$ cat config.mk
export PLATFORM = sky130hd
export DESIGN_NAME = delta_rle_frame_decoder
export DESIGN_NICKNAME = d
export VERILOG_FILES = /design/src/drfd_pkg.sv /design/src/drfd_front.sv /design/src/drfd_queue.sv /design/src/drfd_back.sv /design/src/delta_rle_frame_decoder.sv
export SDC_FILE = /design/constraint.sdc
export NUM_CORES = 1
export LEC_CHECK = 0
export BUFFER_PORTS_ARGS = -buffer_cell sky130_fd_sc_hd__buf_2
export CAP_MARGIN = 5
export CORE_AREA = 4 4 168 170
export CTS_CLUSTER_DIAMETER = 30
export DETAILED_ROUTE_END_ITERATION = 16
export DIE_AREA = 0 0 172 174
export PLACE_DENSITY_LB_ADDON = 0.12
export SLEW_MARGIN = 10
export SYNTH_ARGS = -nofsm -noshare
export SYNTH_HDL_FRONTEND = slang
export SYNTH_SLANG_ARGS = --single-unit
export TNS_END_PERCENT = 100
$ cat constraint.sdc
create_clock -name clk -period 4.6 [get_ports clk]
set_input_delay 0.46 -clock clk [delete_from_list [all_inputs] [get_ports clk]]
set_output_delay 0.46 -clock clk [all_outputs]
set_load 0.02 [all_outputs]
$ cat src/drfd_pkg.sv
// Package for the delta run-length frame decoder.
// Holds the command and result types, parse codes and reset constants.
// No dependencies; every other file of the decoder imports it.
`default_nettype none

package drfd_pkg;

    // Register and width constants.
    localparam int FRAME_SIZE_W        = 16;
    localparam int PTR_W               = 17;
    localparam int QUEUE_DEPTH_DEFAULT = 4;
    localparam logic [FRAME_SIZE_W-1:0] FRAME_SIZE_RESET = 16'd6144;

    // Byte codes of the delta stream.
    localparam logic [7:0] SEEK_CODE   = 8'hF0;
    localparam logic [3:0] RUN_NIBBLE  = 4'hF;

    // Parse phase of the front end.
    typedef enum logic [1:0] {
        PH_CMD,
        PH_SEEK_HI,
        PH_SEEK_LO,
        PH_RUN_VAL
    } phase_t;

    // Kind of a command handed from the front end to the back end.
    typedef enum logic [1:0] {
        CMD_NOP,
        CMD_SEEK,
        CMD_LITERAL,
        CMD_RUN
    } cmd_kind_t;

    // One classified input byte.
    typedef struct packed {
        cmd_kind_t   kind;
        logic        frame_start;
        logic [7:0]  data;
        logic [15:0] seek_addr;
        logic [3:0]  count;
    } cmd_t;

    // Back end state.
    typedef enum logic {
        BK_IDLE,
        BK_RUN
    } back_state_t;

    // One result word.
    typedef struct packed {
        logic        write_enable;
        logic [15:0] write_addr;
        logic [7:0]  write_data;
        logic        out_of_bounds;
        logic        last;
    } result_t;

endpackage

`default_nettype wire

$ cat src/drfd_front.sv
// Front end of the delta run-length frame decoder: parses input bytes into commands.
// Tracks the parse phase, seek high byte and pending run count. Uses drfd_pkg.
`default_nettype none

module drfd_front
    import drfd_pkg::*;
(
    input  wire logic       clk,
    input  wire logic       rst_n,
    input  wire logic       accept,
    input  wire logic [7:0] in_byte,
    input  wire logic       frame_start,
    output cmd_t            cmd
);

    phase_t     phase_reg, phase_next;
    logic [7:0] seek_hi_reg, seek_hi_next;
    logic [3:0] run_len_reg, run_len_next;
    phase_t     phase_cur;

    // Phase and parse registers.
    always_ff @(posedge clk or negedge rst_n)
    begin
        if (!rst_n)
        begin
            phase_reg   <= PH_CMD;
            seek_hi_reg <= '0;
            run_len_reg <= '0;
        end
        else
        begin
            phase_reg   <= phase_next;
            seek_hi_reg <= seek_hi_next;
            run_len_reg <= run_len_next;
        end
    end

    // Classify the byte and advance the phase. A frame start restarts parsing.
    // While the back end is stopped the phase here may drift, but only a frame
    // start releases the stop, and it returns the phase to command first.
    always_comb
    begin
        phase_cur       = frame_start ? PH_CMD : phase_reg;
        phase_next      = phase_reg;
        seek_hi_next    = seek_hi_reg;
        run_len_next    = run_len_reg;
        cmd.kind        = CMD_NOP;
        cmd.frame_start = frame_start;
        cmd.data        = in_byte;
        cmd.seek_addr   = {seek_hi_reg, in_byte};
        cmd.count       = run_len_reg;

        unique case (phase_cur)
            PH_CMD:
            begin
                if (in_byte == SEEK_CODE)
                begin
                    phase_next = PH_SEEK_HI;
                end
                else if (in_byte[7:4] == RUN_NIBBLE)
                begin
                    run_len_next = in_byte[3:0];
                    phase_next   = PH_RUN_VAL;
                end
                else
                begin
                    cmd.kind   = CMD_LITERAL;
                    phase_next = PH_CMD;
                end
            end
            PH_SEEK_HI:
            begin
                seek_hi_next = in_byte;
                phase_next   = PH_SEEK_LO;
            end
            PH_SEEK_LO:
            begin
                cmd.kind   = CMD_SEEK;
                phase_next = PH_CMD;
            end
            PH_RUN_VAL:
            begin
                cmd.kind     = CMD_RUN;
                run_len_next = '0;
                phase_next   = PH_CMD;
            end
            default:
            begin
                phase_next = PH_CMD;
            end
        endcase

        // Hold all parse state when no byte is taken.
        if (!accept)
        begin
            phase_next   = phase_reg;
            seek_hi_next = seek_hi_reg;
            run_len_next = run_len_reg;
        end
    end

endmodule

`default_nettype wire

$ cat src/drfd_queue.sv
// Command queue between the front and back ends of the frame decoder.
// Small first-word-fall-through FIFO of cmd_t words. Uses drfd_pkg.
`default_nettype none

module drfd_queue
    import drfd_pkg::*;
#(
    parameter int DEPTH = QUEUE_DEPTH_DEFAULT  // power of two, at least 2
)
(
    input  wire logic clk,
    input  wire logic rst_n,
    input  wire logic push,
    input  wire cmd_t push_cmd,
    output logic      full,
    input  wire logic pop,
    output cmd_t      head,
    output logic      not_empty
);

    localparam int AW = $clog2(DEPTH);
    localparam int CW = $clog2(DEPTH + 1);
    localparam logic [CW-1:0] FULL_COUNT = CW'(DEPTH);

    cmd_t          mem [DEPTH];
    logic [AW-1:0] wr_ptr_reg, wr_ptr_next;
    logic [AW-1:0] rd_ptr_reg, rd_ptr_next;
    logic [CW-1:0] count_reg, count_next;
    logic          do_push, do_pop;

    assign full      = (count_reg == FULL_COUNT);
    assign not_empty = (count_reg != '0);
    assign head      = mem[rd_ptr_reg];
    assign do_push   = push && !full;
    assign do_pop    = pop && not_empty;

    // Pointer and fill count update.
    always_comb
    begin
        wr_ptr_next = do_push ? wr_ptr_reg + 1'b1 : wr_ptr_reg;
        rd_ptr_next = do_pop  ? rd_ptr_reg + 1'b1 : rd_ptr_reg;
        count_next  = count_reg;
        if (do_push && !do_pop)
        begin
            count_next = count_reg + 1'b1;
        end
        else if (do_pop && !do_push)
        begin
            count_next = count_reg - 1'b1;
        end
    end

    always_ff @(posedge clk or negedge rst_n)
    begin
        if (!rst_n)
        begin
            wr_ptr_reg <= '0;
            rd_ptr_reg <= '0;
            count_reg  <= '0;
        end
        else
        begin
            wr_ptr_reg <= wr_ptr_next;
            rd_ptr_reg <= rd_ptr_next;
            count_reg  <= count_next;
        end
    end

    // Storage needs no reset.
    always_ff @(posedge clk)
    begin
        if (do_push)
        begin
            mem[wr_ptr_reg] <= push_cmd;
        end
    end

endmodule

`default_nettype wire

$ cat src/drfd_back.sv
// Back end of the frame decoder: executes commands against the write pointer.
// Owns the pointer, the stop flag, run expansion and the output register. Uses drfd_pkg.
`default_nettype none

module drfd_back
    import drfd_pkg::*;
(
    input  wire logic                    clk,
    input  wire logic                    rst_n,
    input  wire logic [FRAME_SIZE_W-1:0] frame_size,
    input  wire cmd_t                    head,
    input  wire logic                    head_valid,
    output logic                         pop,
    output result_t                      result,
    output logic                         result_valid,
    input  wire logic                    result_ready
);

    back_state_t      state_reg, state_next;
    logic [PTR_W-1:0] ptr_reg, ptr_next;
    logic             stopped_reg, stopped_next;
    logic [3:0]       remain_reg, remain_next;
    logic [7:0]       run_data_reg, run_data_next;
    logic             out_valid_reg, out_valid_next;
    result_t          out_reg, out_next;

    logic             can_load;
    logic [PTR_W-1:0] ptr_base;
    logic             stopped_base;
    logic             attempt;
    logic [7:0]       wdata;
    logic             final_write;
    logic [3:0]       remain_after;
    logic             oob;

    assign can_load     = !out_valid_reg || result_ready;
    assign result       = out_reg;
    assign result_valid = out_valid_reg;

    // Command execution and write attempt.
    always_comb
    begin
        state_next     = state_reg;
        ptr_base       = ptr_reg;
        stopped_base   = stopped_reg;
        remain_next    = remain_reg;
        run_data_next  = run_data_reg;
        pop            = 1'b0;
        attempt        = 1'b0;
        wdata          = run_data_reg;
        final_write    = 1'b1;
        remain_after   = remain_reg - 1'b1;
        ptr_next       = ptr_reg;
        stopped_next   = stopped_reg;
        out_next       = out_reg;
        out_valid_next = can_load ? 1'b0 : out_valid_reg;
        oob            = 1'b0;

        unique case (state_reg)
            BK_RUN:
            begin
                attempt     = can_load;
                wdata       = run_data_reg;
                final_write = (remain_reg == 4'd1);
            end
            BK_IDLE:
            begin
                if (head_valid && can_load)
                begin
                    pop = 1'b1;
                    if (head.frame_start)
                    begin
                        ptr_base     = '0;
                        stopped_base = 1'b0;
                    end
                    ptr_next     = ptr_base;
                    stopped_next = stopped_base;
                    if (!stopped_base)
                    begin
                        case (head.kind)
                            CMD_SEEK:
                            begin
                                ptr_next = {1'b0, head.seek_addr};
                            end
                            CMD_LITERAL:
                            begin
                                attempt     = 1'b1;
                                wdata       = head.data;
                                final_write = 1'b1;
                            end
                            CMD_RUN:
                            begin
                                attempt       = (head.count != '0);
                                wdata         = head.data;
                                final_write   = (head.count == 4'd1);
                                remain_after  = head.count - 1'b1;
                                run_data_next = head.data;
                            end
                            default:
                            begin
                            end
                        endcase
                    end
                end
            end
            default:
            begin
                state_next = BK_IDLE;
            end
        endcase

        // One write attempt goes to the output register.
        if (attempt)
        begin
            oob                    = (ptr_base >= {1'b0, frame_size});
            out_valid_next         = 1'b1;
            out_next.write_enable  = !oob;
            out_next.write_addr    = ptr_base[15:0];
            out_next.write_data    = wdata;
            out_next.out_of_bounds = oob;
            out_next.last          = oob || final_write;
            if (oob)
            begin
                stopped_next = 1'b1;
                state_next   = BK_IDLE;
            end
            else
            begin
                ptr_next    = ptr_base + 1'b1;
                remain_next = remain_after;
                state_next  = final_write ? BK_IDLE : BK_RUN;
            end
        end
    end

    // Control registers.
    always_ff @(posedge clk or negedge rst_n)
    begin
        if (!rst_n)
        begin
            state_reg     <= BK_IDLE;
            ptr_reg       <= '0;
            stopped_reg   <= 1'b0;
            remain_reg    <= '0;
            out_valid_reg <= 1'b0;
        end
        else
        begin
            state_reg     <= state_next;
            ptr_reg       <= ptr_next;
            stopped_reg   <= stopped_next;
            remain_reg    <= remain_next;
            out_valid_reg <= out_valid_next;
        end
    end

    // Payload registers.
    always_ff @(posedge clk)
    begin
        run_data_reg <= run_data_next;
        out_reg      <= out_next;
    end

endmodule

`default_nettype wire

$ cat src/delta_rle_frame_decoder.sv
// Delta run-length frame decoder: turns a delta byte stream into frame memory writes.
// A byte's command is registered in the queue and its results in the output register.
// One byte per cycle is taken for literals and commands while the queue has room; a run
// of n writes holds the back end, one word per cycle with m_tready high; the queue fills.
// Reset clears the parse phase, pointer, stop flag and queue; frame_size returns to 6144.
// Uses drfd_pkg, drfd_front, drfd_queue and drfd_back.
`default_nettype none

module delta_rle_frame_decoder
    import drfd_pkg::*;
#(
    parameter int QUEUE_DEPTH = QUEUE_DEPTH_DEFAULT
)
(
    input  wire logic                    clk,
    input  wire logic                    rst_n,
    // Configuration write channel: frame_size.
    input  wire logic                    cfg_valid,
    output logic                         cfg_ready,
    input  wire logic [FRAME_SIZE_W-1:0] cfg_data,
    // Slave side.
    input  wire logic                    s_tvalid,
    output logic                         s_tready,
    input  wire logic [7:0]              s_tdata,   // [7:0] in_byte
    input  wire logic                    s_tuser,   // [0] frame_start
    // Master side.
    output logic                         m_tvalid,
    input  wire logic                    m_tready,
    output logic [23:0]                  m_tdata,   // [15:0] write_addr, [23:16] write_data
    output logic [1:0]                   m_tuser,   // [0] write_enable, [1] out_of_bounds
    output logic                         m_tlast    // last
);

    logic [FRAME_SIZE_W-1:0] frame_size_reg;
    logic                    in_accept;
    logic                    q_full;
    logic                    q_not_empty;
    logic                    q_pop;
    cmd_t                    front_cmd;
    cmd_t                    q_head;
    result_t                 result;

    // Configuration register.
    assign cfg_ready = 1'b1;

    always_ff @(posedge clk or negedge rst_n)
    begin
        if (!rst_n)
        begin
            frame_size_reg <= FRAME_SIZE_RESET;
        end
        else if (cfg_valid && cfg_ready)
        begin
            frame_size_reg <= cfg_data;
        end
    end

    // Input handshake: a byte is taken whenever the queue has room.
    assign s_tready  = !q_full;
    assign in_accept = s_tvalid && s_tready;

    drfd_front u_front
    (
        .clk         (clk),
        .rst_n       (rst_n),
        .accept      (in_accept),
        .in_byte     (s_tdata),
        .frame_start (s_tuser),
        .cmd         (front_cmd)
    );

    drfd_queue #(
        .DEPTH (QUEUE_DEPTH)
    ) u_queue
    (
        .clk       (clk),
        .rst_n     (rst_n),
        .push      (in_accept),
        .push_cmd  (front_cmd),
        .full      (q_full),
        .pop       (q_pop),
        .head      (q_head),
        .not_empty (q_not_empty)
    );

    drfd_back u_back
    (
        .clk          (clk),
        .rst_n        (rst_n),
        .frame_size   (frame_size_reg),
        .head         (q_head),
        .head_valid   (q_not_empty),
        .pop          (q_pop),
        .result       (result),
        .result_valid (m_tvalid),
        .result_ready (m_tready)
    );

    // Output word packing.
    assign m_tdata = {result.write_data, result.write_addr};
    assign m_tuser = {result.out_of_bounds, result.write_enable};
    assign m_tlast = result.last;

    // A result word is either a write or a refusal, never both.
    assert property (@(posedge clk) disable iff (!rst_n)
        m_tvalid |-> !(m_tuser[0] && m_tuser[1]))
        else $error("write and out-of-bounds flagged together");

    // A refused write ends the results of its byte.
    assert property (@(posedge clk) disable iff (!rst_n)
        (m_tvalid && m_tuser[1]) |-> m_tlast)
        else $error("out-of-bounds word not marked last");

    // Every granted write lies inside the frame.
    assert property (@(posedge clk) disable iff (!rst_n)
        (m_tvalid && m_tuser[0]) |-> (m_tdata[15:0] < frame_size_reg))
        else $error("write address at or beyond frame size");

endmodule

`default_nettype wire

## Word level (Yosys, flattened, before mapping)

Memories as Yosys holds them, arrays and structs flattened.
Index checks and enable logic that the tools add are counted.

- Multiplexer cells: 52
- Eq/ne operators: 13
- Bitwise logic cells: 3
- $lt $le $gt $ge: 1
- Add/subtract/negate cells: 7
- Reduce and logical (&&, ||, !) cells: 25

Operators with widths:

| cell | count |
|---|---|
| 17-bit two-way mux | 9 |
| 4-bit two-way mux | 6 |
| 8-bit two-way mux | 3 |
| 1-bit two-way mux | 20 |
| 17-bit by 1-bit adder with 17-bit output, second input constant | 1 |
| 17-bit by 16-bit >= comparator with 1-bit output | 1 |
| 8-bit case mux with 2 select lines | 1 |
| 2-bit case mux with 3 select lines | 2 |
| 2-bit two-way mux | 5 |
| 2-bit equality test, second input constant | 4 |
| 4-bit by 1-bit equality test with 1-bit output, second input constant | 2 |
| 8-bit equality test, second input constant | 1 |
| 4-bit case mux with 2 select lines | 1 |
| 4-bit AND reduction | 2 |
| 4-bit by 1-bit subtractor with 4-bit output, second input constant | 2 |
| 1-bit logical AND | 6 |
| 3-bit two-way mux | 2 |
| 1-bit case mux with 2 select lines | 3 |
| 2-bit nonzero test | 3 |
| 1-bit zero test | 5 |
| 2-bit by 1-bit adder with 2-bit output, second input constant | 2 |
| 2-bit by 1-bit equality test with 1-bit output, second input constant | 2 |
| 4-bit equality test, second input constant | 1 |
| 2-bit AND reduction | 2 |
| 11 further kinds | 15 |

- Bits in registers: 96
- Input port bits: 30
- Output and inout bits: 30
- Memories kept: 1
- Memory bits (writable): 124

Memories:

| name | words | bits a word | read ports | clocked after memory_dff | wr ports | RTL line | source |
|---|---|---|---|---|---|---|---|
| u_queue.mem | 4 | 31 | 1 | 0 | 1 | drfd_queue.sv:25 | `cmd_t mem [DEPTH];` |

## Longest topological paths before layout

Gate-level depths: netlist of the first run.

- Word-level depth: 10
- Gate-level depth with buffers: 16
- Gate-level depth less buffers: 12

## Hierarchy

A second synthesis of the first run with hierarchy kept.

- Cell total of the unflattened synthesis: 629
- Area, all modules: 9613.0 µm²

By module, submodules not included:

| module | cells an instance | seq. area each (µm²) | area each (µm²) | times used |
|---|---|---|---|---|
| drfd_queue | 197 | 3898.7 | 4959.8 | 1 |
| drfd_back | 327 | 1651.6 | 3213.1 | 1 |
| drfd_front | 67 | 350.3 | 767.0 | 1 |
| delta_rle_frame_decoder | 38 | 402.9 | 673.1 | 1 |

## Worst setup path after synthesis of the first run

OpenSTA, ideal clock, no wires.

- Path kind: reg2reg
- From: register u_queue.rd_ptr_reg[0]
- To: register u_back.ptr_reg[2]
- Data arrival time: 3.875 ns
- Data required time: 4.517 ns
- Path buffers: 2
- Stages on the path, launching flop included: 12
- Path slack: 0.643 ns
- Cell sequence: dfrtp_1 -> buf_4 -> buf_1 -> mux4_2 -> inv_1 -> ha_1 -> nand4bb_1 -> a41oi_1 -> nor2_1 -> nand2b_1 -> mux2_2 -> o21ai_0

- Elaborated cells between the ends (all ways): 23

RTL lines:

| what | RTL line | source |
|---|---|---|
| start: declaration | drfd_queue.sv:27 | `logic [AW-1:0] rd_ptr_reg, rd_ptr_next;` |
| start signal: assignment | drfd_queue.sv:64 | `rd_ptr_reg <= rd_ptr_next;` |
| memory 4 x 31 bit (*) | -- |  |
| 1-bit two-way mux | drfd_back.sv:71 | `if (head.frame_start)` |
| 1-bit two-way mux | drfd_back.sv:68 | `if (head_valid && can_load)` |
| 1-bit two-way mux | drfd_back.sv:59 | `unique case (state_reg)` |
| 1-bit two-way mux (*) | drfd_back.sv:78 | `if (!stopped_base)` |
| 1-bit two-way mux (*) | drfd_back.sv:68 |  |
| 1-bit case mux with 2 select lines (*) | drfd_back.sv:59 |  |
| via u_back.attempt | drfd_back.sv:30 | `logic attempt;` |
| 17-bit two-way mux (*) | drfd_back.sv:113 | `if (attempt)` |
| via u_back.ptr_next[2] | drfd_back.sv:20 | `logic [PTR_W-1:0] ptr_reg, ptr_next;` |
| end signal: assignment | drfd_back.sv:150 | `ptr_reg <= ptr_next;` |
| end: declaration | drfd_back.sv:20 |  |

The timed path passes the listed nets; every way through them passes the cells marked *. The select of a mux whose other input is x is not followed.
A chain may end at the register's enable or synchronous reset.

## Final worst setup path of the first run

- From: register u_queue.rd_ptr_reg[0]
- To: register u_back.ptr_reg[0]

- Elaborated cells between the ends (all ways): 23

RTL lines:

| what | RTL line | source |
|---|---|---|
| memory 4 x 31 bit | -- |  |
| 17-bit two-way mux | drfd_back.sv:71 |  |
| 17-bit two-way mux | drfd_back.sv:68 |  |
| 17-bit two-way mux | drfd_back.sv:59 |  |
| via u_back.ptr_base[6] | drfd_back.sv:28 | `logic [PTR_W-1:0] ptr_base;` |
| 17-bit by 16-bit >= comparator with 1-bit output | drfd_back.sv:115 | `oob = (ptr_base >= {1'b0, frame_size});` |
| 17-bit two-way mux | drfd_back.sv:122 | `if (oob)` |
| 17-bit two-way mux | drfd_back.sv:113 |  |
| via u_back.ptr_next[0] | drfd_back.sv:20 |  |

The timed path passes the listed nets, and every way through them passes these cells. The select of a mux whose other input is x is not followed.

==> impl_metrics.ini, run 1 <==
[pwr]
leakagePower_nw = 3.726
clkPwrFrac_pct = 23.1
p_int_mw = 4.013
p_per_area_nw_per_um2 = 665.9
swShare_pct = 36.71
ir_worst_vdd_uv = 247.7
combPwrFrac_pct = 34.2
p_sw_mw = 2.327
seq_power_share_pct = 42.8

[critical_path]
worstSetupStartpointType = flop
path_cells = mux4_2 > or4b_1 > and2_1 > ha_1 > a211oi_1 > nor2_1 > o31ai_1 > nand4_2 > nor3_4 > buf_12 > nor3_1 > a211o_1
cp.arrival_ns = 4.32
path_class = reg -> reg
cp_slowest_cell = or4b_1
r2r-start = u_queue.rd_ptr_reg[0]
cp_max_fo = 41
critPathCaptureType = flop
critPathLaunch = u_queue.rd_ptr_reg[0]
crit_required_ns = 4.91
slowest_delay_ns = 0.79

[timing]
min_period_ns = 4.012
fin_crit_sh_pct = 87.22
worst_pin_slew_ns = 0.8651
hold_slack_ns = 0.1001
slew_headroom_pct = 41.88
drv_slew = 0
tns_ns = 0
rsz0062_at_grt = no
fmax_ghz = 0.2492
clock_skew_ns = 0.01814
finalSetupViolCount = 0
setup_ws_ns = 0.5879
hold_violations = 0

[route]
wl_per_cell_um = 18.16
wirelength_um = 18270
drt_pass1_iterations = 7
drc_errors = 0
drtAntennaViolNets = 0
vias_per_cell = 4.809
num_vias = 4838
dr.first_iter.drc_count = 289

[synth]
ys_warn_count = 0
synth-seq-cells = 188
post_synth.cell_area_avg_um2 = 14.06
synth_compound_area_share_pct = 6.077
ys.flop_type = edfxtp_1
synth_seq_area_share_pct = 65.20
synthMuxAreaShare_pct = 9.421
synth_fp_nets = 645
synth_top_area_share_pct = 46.54
synthArstFlopShare_pct = 32.45
synth-simple-area-share_pct = 10.54
synthCells = 583
yosysMostFrequentCell = edfxtp_1
synthXorXnorAreaFrac_pct = 0.9620
yosysTopAreaCell = edfxtp_1
yosys.area_share.adder_pct = 4.978
synth_area_leaders = edfxtp_1 47%, dfrtp_1 18%, mux4_2 6.3%
synth_top_family_by_area = simple AND/OR/NAND/NOR gates
synth_edf_count = 127
ys_top_cells_by_count = 127 x edfxtp_1, 63 x nand2_1, 59 x dfrtp_1
syn_area_um2 = 8194
yosysUniqueCellTypes = 54

[die]
ios = 60
dieArea_um2 = 29930
fp.dieH_um = 174
fp.coreArea_um2 = 26730
placementRows = 60
start_util_pct = 30.66
die_x_um = 172

[global_routing]
first_global_vias = 4955
overflow = 0
grt_usage_pct = 12.59
grt_start_max_net_pins = 42
antenna_found_initial = 0
grt_pass1_wl_um = 28920

[finish]
area_delta_synth_final_pct = 16.20
drive_above_1_share_pct = 22.86
fillCellCount = 2603
finalNonFillerCells = 1006
fin_nets = 714
largest_register_ffs = 92
diodes = 0

[cts]
post_cts_resized = 0
clock-sinks = 188
clkSlewWorstSetupHoldPaths_ns = 0.07
clk_latency_ns = 0.43
hold_buffers = 0
clk_path_buf_depth = 2
post-cts-setup-buffers = 0
cts_inserted_buffers = 17
cts.htree.levels = 4
root_buffer = clkbuf_16
tritoncts = yes

[hold_path]
hold_class = in -> async

[place]
placed_cells = 974
hpwl_um = 12460
gp_congestion = 0.8165
dp_slack_ns = 0.6038
portBuffers = 58

[job]
cap_violations = 0

[status]
status = complete, no violations
[routing by layer]
layer | GRT usage (%) | vias to the layer above | routed length [um] | part of all wire, %
li1 | - | 2310 | - | -
met1 | 17.99 | 2426 | 8974 | 49
met2 | 19.77 | 94 | 8417 | 46
met3 | 2.570 | 8 | 718 | 3.9
met4 | 2.981 | 0 | 160 | 0.88
met5 | 0 | - | 0 | 0
[critical path, delay by kind of cell, from the launching register on]
kind / cells / cell delay (ns)
fa+ha+maj: 1 / 0.30
mux: 1 / 0.36
simple gates: 6 / 1.81
compound gates: 3 / 0.78
flops: 1 / 0.40
buf+inv: 1 / 0.23
[final cells by class]
type                            instances  area [um^2]  share of cell area (%)
Multi-Input combinational cell        340         2626                   27.58
Sequential cell                       188         5343                   56.11
Timing Repair Buffer                   69        385.4                   4.047
Inverter                               36        135.1                   1.419
Tap cell                              341        426.7                   4.481
Clock inverter                         15        180.2                   1.892
Clock buffer                           17        425.4                   4.468
[power groups by stage]
stage / Sequential (mW) / Clock, mW / Combinational (mW)
final: 2.71 / 1.46 / 2.17
after global routing: 2.77 / 1.58 / 2.40
after CTS: 2.72 / 1.51 / 2.22
after detailed placement: 2.75 / 0 / 2.22
after global placement: 2.73 / 0 / 2.19
after floorplan: 2.86 / 0 / 1.34
[worst paths after layout]
path,endpoint,slack [ns],depth (start not counted)
setup / recovery,u_back.ptr_reg[0],0.59,12
hold / removal,frame_size_reg[9],0.10,1
setup reg to reg,u_back.ptr_reg[0],0.59,12
hold reg to reg,u_front.phase_reg[0],0.48,2
max in group asynchronous,u_queue.rd_ptr_reg[0],3.51,2
min in group clk,frame_size_reg[15],0.24,3
[placed cells by master (no fill, tap or decap), types with 3 or more instances in the layout]
| cell type | instances |
|---|---|
| nand3_1 | 19 |
| nor2b_1 | 3 |
| o21ai_1 | 3 |
| a22oi_1 | 5 |
| or2_2 | 3 |
| nor3_1 | 14 |
| xor2_1 | 6 |
| clkinv_8 | 7 |
| a21oi_1 | 7 |
| nand2b_1 | 10 |
| nor2_1 | 17 |
| o21ai_0 | 38 |
| nand4_1 | 9 |
| buf_2 | 58 |
| ha_1 | 31 |
| clkbuf_16 | 17 |
| edfxtp_1 | 127 |
| xnor2_1 | 3 |
| mux4_2 | 23 |
| o211ai_1 | 11 |
| nor4_1 | 3 |
| mux2i_1 | 4 |
| inv_6 | 3 |
| buf_4 | 10 |
| and2_1 | 13 |
| nand2_1 | 63 |
| inv_1 | 35 |
| mux2_2 | 19 |
| and3_1 | 8 |
| dfrtp_1 | 59 |
[metrics by stage]
step	util, %	total power, mW	instance area (um^2)
floorplan	-	4.195	8194
global placement	33.36	4.917	8916
CTS	35.63	6.450	9522
finish	35.63	6.341	9522
global route	35.63	6.759	9522
detailed placement	33.36	4.969	8916
[cells by family (layout without fill, tap and decap cells)]
family / after synthesis / after routing
flops: 188 / 188
other cells: 1 / 1
simple gates: 172 / 172
mux: 46 / 46
compound gates: 80 / 80
buf+inv: 55 / 137
fa+ha+maj: 32 / 32
xor+xnor: 9 / 9
No activity file was read; power rests on OpenSTA's default activity.
==> run 2, diff against run 1 <==
Settings changed: CORE_AREA 4 4 168 170 to 8 8 186 188, DIE_AREA 0 0 172 174 to 0 0 194 196, SYNTH_HIERARCHICAL set to 1.
==> impl_metrics.ini, run 2 <==
[timing]
clock_skew_ns = 0.02012
worst_pin_slew_ns = 0.9923
setup_ws_ns = 0.5308
fin_crit_sh_pct = 88.46
min_period_ns = 4.069
fmax_ghz = 0.2458
slew_headroom_pct = 33.85
finalSetupViolCount = 0
drv_slew = 0
tns_ns = 0
rsz0062_at_grt = no
hold_violations = 0

[global_routing]
overflow = 0
first_global_vias = 5928
grt_pass1_wl_um = 34940
grtUsageMet1_pct = 15.30
antenna_found_initial = 0
met2_usage_pct = 18.92
grt_usage_pct = 11.84
grt_start_max_net_pins = 62
busiest_layer = met2
grt_util_met3_pct = 3.324

[cts]
hold_buffers = 0
clkSlewWorstSetupHoldPaths_ns = 0.04
clk_path_buf_depth = 3
root_buffer = clkbuf_16
cts.htree.levels = 2
tritoncts = yes
cts_inserted_buffers = 53
post_cts_resized = 0
post-cts-setup-buffers = 0
clock-sinks = 220
clk_latency_ns = 0.55

[place]
dp_slack_ns = 0.4819
hpwl_um = 14240
portBuffers = 58
gp_congestion = 0.7597
placed_cells = 1065

[synth]
ys_top_cells_by_count = 159 x edfxtp_1, 59 x dfrtp_1, 57 x nand2_1
synthCells = 629
synth_fp_nets = 686
synth_area_leaders = edfxtp_1 50%, dfrtp_1 15%, mux4_2 6.6%
syn_area_um2 = 9613
post_synth.cell_area_avg_um2 = 15.28
synth_edf_count = 159
synth_seq_area_share_pct = 65.57
ys_warn_count = 6
synthArstFlopShare_pct = 27.73
synth-seq-cells = 220
yosysUniqueCellTypes = 72
ys.flop_type = edfxtp_1
yosysMostFrequentCell = edfxtp_1
synth_top_area_share_pct = 49.67
yosysTopAreaCell = edfxtp_1

[pwr]
leakagePower_nw = 4.796
ir_worst_vdd_uv = 306.3
p_per_area_nw_per_um2 = 820.7

[finish]
post-route-util_pct = 37.95
fin_nets = 769
finalNonFillerCells = 1165
final_cell_mix = 159 x edfxtp_1, 58 x dfrtp_1, 58 x buf_2
area_delta_synth_final_pct = 25.85
diodes = 0
largest_register_ffs = 124
drive_above_1_share_pct = 29.72
final_common_cell = edfxtp_1

[critical_path]
cp.arrival_ns = 4.52
cp_max_fo = 10
path_class = reg -> reg
worstSetupStartpointType = flop
critPathCaptureType = flop
crit_required_ns = 5.06

[die]
ios = 60
dieArea_um2 = 38020
die_x_um = 194
fp.dieH_um = 196
fp.coreArea_um2 = 31880
start_util_pct = 30.16
placementRows = 66

[route]
drt_pass1_iterations = 4
wirelength_um = 22210
num_vias = 5476
drc_errors = 0
dr.first_iter.drc_count = 343
wl_per_cell_um = 19.07
drtAntennaViolNets = 0
vias_per_cell = 4.700

[status]
status = complete, no violations

[hold_path]
hold_class = in -> async

[job]
cap_violations = 0
==> run 2: changes by cell type after synthesis, sizes merged, moves of 9 or more <==
cell and change:
edfxtp +32, o21ai -25, buf +22, a21oi +11
inv +10, o211ai -9
==> run 2: final timing paths <==
| path | startpoint | to | slack [ns] | depth (start not counted) |
|---|---|---|---|---|
| setup / recovery | u_queue/count_reg[0] | u_back/ptr_reg[14] | 0.53 | 15 |
| hold / removal | rst_n | frame_size_reg[6] | 0.14 | 2 |
| setup reg to reg | u_queue/count_reg[0] | u_back/ptr_reg[14] | 0.53 | 15 |
| hold reg to reg | u_queue/count_reg[2] | u_queue/count_reg[2] | 0.50 | 1 |
| max in group asynchronous | rst_n | u_queue/rd_ptr_reg[0] | 3.84 | 2 |
| min in group clk | cfg_data[14] | frame_size_reg[14] | 0.16 | 2 |
==> run 2: final cells by class <==
| cell class | instances | area (um^2) |
|---|---|---|
| Multi-Input combinational cell | 325 | 2835 |
| Inverter | 45 | 168.9 |
| Clock inverter | 32 | 486.7 |
| Timing Repair Buffer | 67 | 357.8 |
| Tap cell | 408 | 510.5 |
| Fill cell | 2997 | 19780 |
| Sequential cell | 220 | 6305 |
| Clock buffer | 68 | 1434 |
==> run 2: layer usage <==
metal	part of all wire (%)	wire, um	up-vias
met5	0	0	-
met4	1.9	415	0
met3	5.0	1114	37
met2	47	10370	151
met1	46	10320	2768
li1	-	-	2520
==> run 2: logic make-up (layout without fill, tap and decap cells) <==
| kind of cell | after synthesis | count (layout) | synth area share (%) |
|---|---|---|---|
| multiplexers | 62 | 62 | 11.38 |
| other | 1 | 1 | 0.03901 |
| buffers and inverters | 84 | 212 | 4.972 |
| AND/OR/NAND/NOR | 148 | 148 | 8.018 |
| flip-flops | 220 | 220 | 65.57 |
| adder cells (fa/ha/maj) | 27 | 27 | 3.592 |
| XOR/XNOR | 10 | 10 | 0.9111 |
| AO/OA/AOI/OAI | 77 | 77 | 5.519 |
==> run 2: critical path, stage by stage, from the launching register on <==
cell and delay, ns:
dfrtp_1 0.46, or3_4 0.19, nor2b_1 0.26, nand3_1 0.37, buf_4 0.30, nand2_1 0.14
inv_1 0.08, ha_1 0.20, a211oi_2 0.26, o22ai_1 0.13, a2111oi_2 0.35, a211o_2 0.25
and2b_2 0.18, inv_2 0.05, or4_1 0.51, a211oi_1 0.24
==> run 2: power breakdown <==
part / internal, mW / switching [mW]
clock: 2.85 / 1.10
sequential: 2.94 / 0.270
combinational: 1.04 / 1.72
total: 6.83 / 3.10
==> run 2: stage by stage <==
| stage | hold WS, ns | total power, mW | cell area (um^2) |
|---|---|---|---|
| floorplan | 0.1644 | 5.189 | 9613 |
| global placement | 0.4829 | 5.998 | 10180 |
| detailed placement | 0.4866 | 6.062 | 10180 |
| CTS | 0.1279 | 10.07 | 12100 |
| global route | 0.1345 | 10.49 | 12100 |
| finish | 0.1438 | 9.929 | 12100 |
